--- src/rtl/sst_pkg.sv ---
`timescale 1ns / 1ps
`default_nettype none

package sst_pkg;

  localparam int DEFAULT_SLOT_COUNT = 1024;

  localparam logic [2:0] REQ_REGISTER  = 3'd0;
  localparam logic [2:0] REQ_ADD_TICKS = 3'd1;
  localparam logic [2:0] REQ_ADD_SIZE  = 3'd2;
  localparam logic [2:0] REQ_CLEAR     = 3'd3;
  localparam logic [2:0] REQ_QUERY     = 3'd4;

  localparam int KIND_TICKS = 0;
  localparam int KIND_SIZE  = 1;

  typedef struct packed {
    logic [2:0]  req_type;
    logic [9:0]  slot;
    logic [1:0]  kinds;
    logic [30:0] amount;
  } in_req_t;

  typedef struct packed {
    logic        status;
    logic [47:0] tick_total;
    logic [30:0] tick_max;
    logic [31:0] tick_num;
    logic [47:0] total_size;
    logic [31:0] size_count;
  } out_rsp_t;

  typedef struct packed {
    logic [1:0]  kinds;
    logic [47:0] tick_sum;
    logic [30:0] tick_peak;
    logic [31:0] tick_adds;
    logic [47:0] size_sum;
    logic [31:0] size_adds;
  } entry_t;

  localparam int ENTRY_W = $bits(entry_t);

  typedef struct packed {
    logic wr_en;
    logic hw_raise;
  } upd_ctl_t;

endpackage

`default_nettype wire

--- src/rtl/sst_alu.sv ---
`timescale 1ns / 1ps
`default_nettype none

module sst_alu import sst_pkg::*; #(
  parameter int SLOT_COUNT = DEFAULT_SLOT_COUNT
) (
  input  wire in_req_t                          req,
  input  wire entry_t                           rd,
  input  wire logic [$clog2(SLOT_COUNT+1)-1:0]  high_water,
  input  wire logic                             clr_walk,
  output entry_t                                wr,
  output upd_ctl_t                              ctl,
  output out_rsp_t                              rsp,
  output logic      [$clog2(SLOT_COUNT+1)-1:0]  hw_next
);

  localparam int HW = $clog2(SLOT_COUNT + 1);

  function automatic logic [47:0] sat_add48(input logic [47:0] a, input logic [30:0] b);
    logic [48:0] s;
    s = {1'b0, a} + 49'(b);
    return s[48] ? '1 : s[47:0];
  endfunction

  function automatic logic [31:0] sat_inc32(input logic [31:0] a);
    return (a == '1) ? a : a + 32'd1;
  endfunction

  logic        in_range;
  logic        below_hw;
  logic [31:0] slot_p1;
  logic        status;

  assign in_range = 32'(req.slot) < 32'(SLOT_COUNT);
  assign below_hw = 32'(req.slot) < 32'(high_water);
  assign slot_p1  = 32'(req.slot) + 32'd1;
  assign hw_next  = HW'(slot_p1);

  always_comb begin
    wr     = rd;
    ctl    = '0;
    rsp    = '0;
    status = 1'b1;
    if (clr_walk) begin
      ctl.wr_en = 1'b1;
      if (rd.kinds[KIND_TICKS]) begin
        wr.tick_sum  = '0;
        wr.tick_peak = '0;
        wr.tick_adds = '0;
      end
      if (rd.kinds[KIND_SIZE]) begin
        wr.size_sum  = '0;
        wr.size_adds = '0;
      end
    end else begin
      case (req.req_type)
        REQ_REGISTER: begin
          if (in_range && req.kinds != 2'b00 && rd.kinds == 2'b00) begin
            wr           = '0;
            wr.kinds     = req.kinds;
            ctl.wr_en    = 1'b1;
            ctl.hw_raise = slot_p1 > 32'(high_water);
            status       = 1'b0;
          end
        end
        REQ_ADD_TICKS: begin
          if (in_range && below_hw && rd.kinds[KIND_TICKS]) begin
            wr.tick_sum  = sat_add48(rd.tick_sum, req.amount);
            wr.tick_adds = sat_inc32(rd.tick_adds);
            if (req.amount > rd.tick_peak) begin
              wr.tick_peak = req.amount;
            end
            ctl.wr_en = 1'b1;
            status    = 1'b0;
          end
        end
        REQ_ADD_SIZE: begin
          if (in_range && below_hw && rd.kinds[KIND_SIZE]) begin
            wr.size_sum  = sat_add48(rd.size_sum, req.amount);
            wr.size_adds = sat_inc32(rd.size_adds);
            ctl.wr_en    = 1'b1;
            status       = 1'b0;
          end
        end
        REQ_CLEAR: begin
          status = 1'b0;
        end
        REQ_QUERY: begin
          if (in_range && below_hw) begin
            rsp.tick_total = rd.tick_sum;
            rsp.tick_max   = rd.tick_peak;
            rsp.tick_num   = rd.tick_adds;
            rsp.total_size = rd.size_sum;
            rsp.size_count = rd.size_adds;
            status         = 1'b0;
          end
        end
        default: begin
          status = 1'b1;
        end
      endcase
    end
    rsp.status = status;
  end

endmodule

`default_nettype wire

--- config.mk ---
export PLATFORM = sky130hd
export DESIGN_NAME = sst_alu
export DESIGN_NICKNAME = d
export VERILOG_FILES = /design/src/rtl/sst_pkg.sv /design/src/rtl/sst_alu.sv
export SDC_FILE = /design/constraint.sdc
export NUM_CORES = 1
export LEC_CHECK = 0
export BUFFER_PORTS_ARGS = -buffer_cell sky130_fd_sc_hd__buf_2
export CAP_MARGIN = 10
export CORE_AREA = 2 2 256 258
export DETAILED_ROUTE_END_ITERATION = 16
export DIE_AREA = 0 0 258 260
export SLEW_MARGIN = 20
export SYNTH_ARGS = -nofsm -noshare
export SYNTH_HDL_FRONTEND = slang
export SYNTH_SLANG_ARGS = --single-unit
--- constraint.sdc ---
create_clock -name vclk -period 8.5
set_input_delay 1.7 -clock vclk [all_inputs]
set_output_delay 1.7 -clock vclk [all_outputs]
set_load 0.1 [all_outputs]
# Word-level counts from Yosys, hierarchy flattened
# Cells that the tools add are included.
[totals]
ff_bits = 0
in_bits = 251
out_inout_bits = 398
word_cells = 51
[op_classes]
add_sub_neg = 5
order_cmp = 3
eq_ne = 6
mux = 31
n_reduce_logical = 6
[ops]
columns = ["op", "n"]
rows = [
  ["191-bit 2-to-1 mux", 4],
  ["111-bit 2-to-1 mux", 2],
  ["111-bit one-hot mux with 2 select lines", 1],
  ["193-bit 2-to-1 mux", 1],
  ["80-bit 2-to-1 mux", 2],
  ["80-bit one-hot mux with 2 select lines", 1],
  ["48-bit by 31-bit adder with 49-bit output", 2],
  ["48-bit 2-to-1 mux", 2],
  ["32-bit by 1-bit adder with 32-bit output, second input constant", 2],
  ["32-bit equality test, second input constant", 2],
  ["32-bit 2-to-1 mux", 2],
  ["31-bit greater-than comparator", 1],
  ["31-bit 2-to-1 mux", 1],
  ["10-bit by 1-bit adder with 11-bit output, second input constant", 1],
  ["11-bit greater-than comparator", 1],
  ["10-bit by 11-bit less-than comparator with 1-bit output", 1],
  ["1-bit 2-to-1 mux", 10],
  ["3-bit by 2-bit equality test with 1-bit output, second input constant", 2],
  ["2-bit 2-to-1 mux", 3],
  ["1-bit one-hot mux with 5 select lines", 1],
  ["3-bit by 1-bit equality test with 1-bit output, second input constant", 1],
  ["3-bit equality test, second input constant", 1],
  ["1-bit logical AND", 3],
  ["3-bit zero test", 1],
  ["3 further kinds", 3],
]

# Logic depth before layout (Yosys ltp)
[logic_depth]
ltp_word = 5
mapped_depth = 14

# Worst setup path after synthesis
# Ideal clock, no wire load.
[synth_path]
kind = "input -> output"
start = "input port req[33] (netlist bit)"
end = "output port wr[180] (netlist bit)"
t_arrival_ns = 7.543
path_slack_ns = -0.743
path_stages = 12
path_buffers = 2
cell_sequence = "inv_1 > ha_1 > nor2b_1 > o21a_1 > o211ai_1 > a21oi_1 > nor4_4 > o21a_1 > buf_2 > buf_1 > nand3_1 > o311ai_0"
[synth_rtl]
columns = ["item", "line", "source"]
rows = [
  ["start: declaration", "sst_alu.sv:7", "input wire in_req_t req,"],
  ["end: declaration", "sst_alu.sv:11", "output entry_t wr,"],
]

==> impl_metrics.json <==
{
  "netlist_area_sq_mm": 0.01123,
  "rows": 93,
  "synth_fa_ha_area_frac": 0.1339,
  "slew_viol_final": 0,
  "fin_crit_ps": 7249,
  "synth_nets": 2188,
  "drive_gt1_frac": 0.3093,
  "netlist.top_cell.by_area": "ha_1",
  "synth_xor_area_frac": 0.04912,
  "yosysTopAreaCellShare": 0.1303,
  "cts_resized": 0,
  "peakVddDrop_v": 0.00005578,
  "fin_util": 0.2507,
  "yosysUniqueCellTypes": 96,
  "cts_hold_buf": 0,
  "areaGrowthSynthToFinish_pct": 43.07,
  "synth_area_per_cell_sq_um": 6.179,
  "p_per_area_mw_per_mm2": 98.44,
  "nets": 2761,
  "finalSetupViolCount": 0,
  "gp_congestion": 0.9483,
  "multi_input_area_sq_mm": 0.01057,
  "fillers": 7215,
  "fin_setup_tns_ps": 0,
  "drtIter0Drc": 1457,
  "synth-simple-area-share": 0.3885,
  "port_buffers": 649,
  "yosys-top-cells-count": "220 x nand2_1, 202 x and2_1, 167 x o21ai_0",
  "crit_start": "rd[143]",
  "ios": 649,
  "seq_cells": 0,
  "dr_total_vias": 16413,
  "grt_pass1_vias": 15054,
  "postRouteAntennaNets": 0,
  "maxCapViolCount": 0,
  "min_path_type": "primary input to output pin",
  "dp_cells": 3244,
  "endpoint": "wr[190]",
  "status": "completed",
  "cp_data_arrival_time_ps": 5550,
  "worstPathRequired_ps": 6800,
  "antenna_found_initial": 8,
  "grt_max_degree": 191,
  "die-height_microns": 260,
  "tightest_slew_ps": 1164,
  "dr.pass1.iters": 7,
  "routedWlPerCell_microns": 21.28,
  "overflow": 0,
  "dp_hpwl_microns": 58120,
  "via_per_inst": 5.052,
  "start_util": 0.1752,
  "grt_pass1_wl_microns": 99140,
  "syn_inst": 1818,
  "p_leak_nw": 8.088,
  "slew_headroom": 0.2243,
  "grt_util_all_layers": 0.1921,
  "synth.most_common_cell": "nand2_1",
  "synth_top_family_by_area": "simple AND/OR/NAND/NOR gates",
  "grt_setup_unrepaired": "false",
  "ys_warn_count": 0,
  "synthTopCellsByArea": "ha_1 13%, and2_1 11%, o21ai_0 7.4%",
  "place_ws_ps": 1230,
  "cts_setup_buffers": 0,
  "timing.hold.ws_ps": 3850,
  "dieWidth_microns": 258,
  "regArea_sq_um": 0,
  "worstSetupPathType": "primary input to output pin",
  "worstSetupEndpointType": "output pin",
  "synth-compound-area-share": 0.3582,
  "ys_seq_area_frac": 0,
  "final_hold_viol_count": 0,
  "critPathMaxFanout": 10,
  "fmaxAchievable_ghz": 0.1379,
  "fp.dieArea_sq_mm": 0.06708,
  "startpoint_type": "primary input",
  "synth.area.mux_share": 0.005458,
  "period_share": 0.8529,
  "core-area_sq_mm": 0.06412,
  "clock_buffers": 0,
  "totalWireLength_microns": 69140,
  "post-route-drc-count": 0,
  "layoutNonFillerInstCount": 3249,
  "setup_ws_ps": 1251
}
power breakdown:
| part | switching, mW | total [mW] | internal [mW] |
|---|---|---|---|
| Combinational | 1.21 | 1.58 | 0.370 |
| Clock | 0 | 0.0000000140 | 0.0000000139 |
| Sequential | 0 | 0 | 0 |
placed cells by master, fill, tap and decap left out, drive strengths merged, types with 51 or more instances in the layout:
cell     n
buf    682
nand2  221
and2   205
o21ai  200
a21oi  164
ha     117
nor2   110
nand3   72
inv     68
nand4   51
routing by layer:
metal,wire [microns],up-vias,GRT usage
li1,-,7838,-
met3,5189,76,0.03197
met4,1655,4,0.04351
met2,31830,792,0.3218
met5,21,-,0
met1,30450,7703,0.2567
final cells by class:
| cell class | count | area share |
|---|---|---|
| multi-input combinational | 1639 | 0.6574 |
| timing repair buffer | 682 | 0.2594 |
| tap | 855 | 0.06656 |
| inverter | 68 | 0.01588 |
| antenna | 5 | 0.0007785 |
logic make-up (layout without fill, tap and decap cells):
kind of cell,after synthesis,after routing
buf+inv,179,750
simple gates,814,814
xor+xnor,63,63
compound gates,637,637
other cells,0,5
fa+ha+maj,119,119
mux,6,6
worst max-delay path, cell delays in order:
cell and delay, ps:
buf_2 130, ha_1 320, fa_1 390, a211oi_1 150
o21ai_0 280, a21oi_1 170, o21a_1 260, o31ai_4 550
nand3_2 320, nor2_1 310, a2111oi_0 150, a211oi_1 300
buf_2 500
how the worst min path moves through the flow:
stage            start  endpoint  depth (start not counted)
2_1_floorplan   rd[83]   rsp[83]                          1
6_report       rd[186]   wr[186]                          3
4_1_cts        rd[129]   wr[129]                          3
3_5_place_dp   rd[129]   wr[129]                          3
5_1_grt        rd[131]   wr[131]                          3
3_3_place_gp   rd[186]   wr[186]                          3
through the flow:
stage / power (mW) / area (sq um)
finish: 1.582 / 16070
global route: 1.668 / 16070
CTS: 1.582 / 16060
detailed placement: 1.577 / 16060
global placement: 1.581 / 16060
floorplan: 1.129 / 11240
Power figures use the tool's default switching activity.
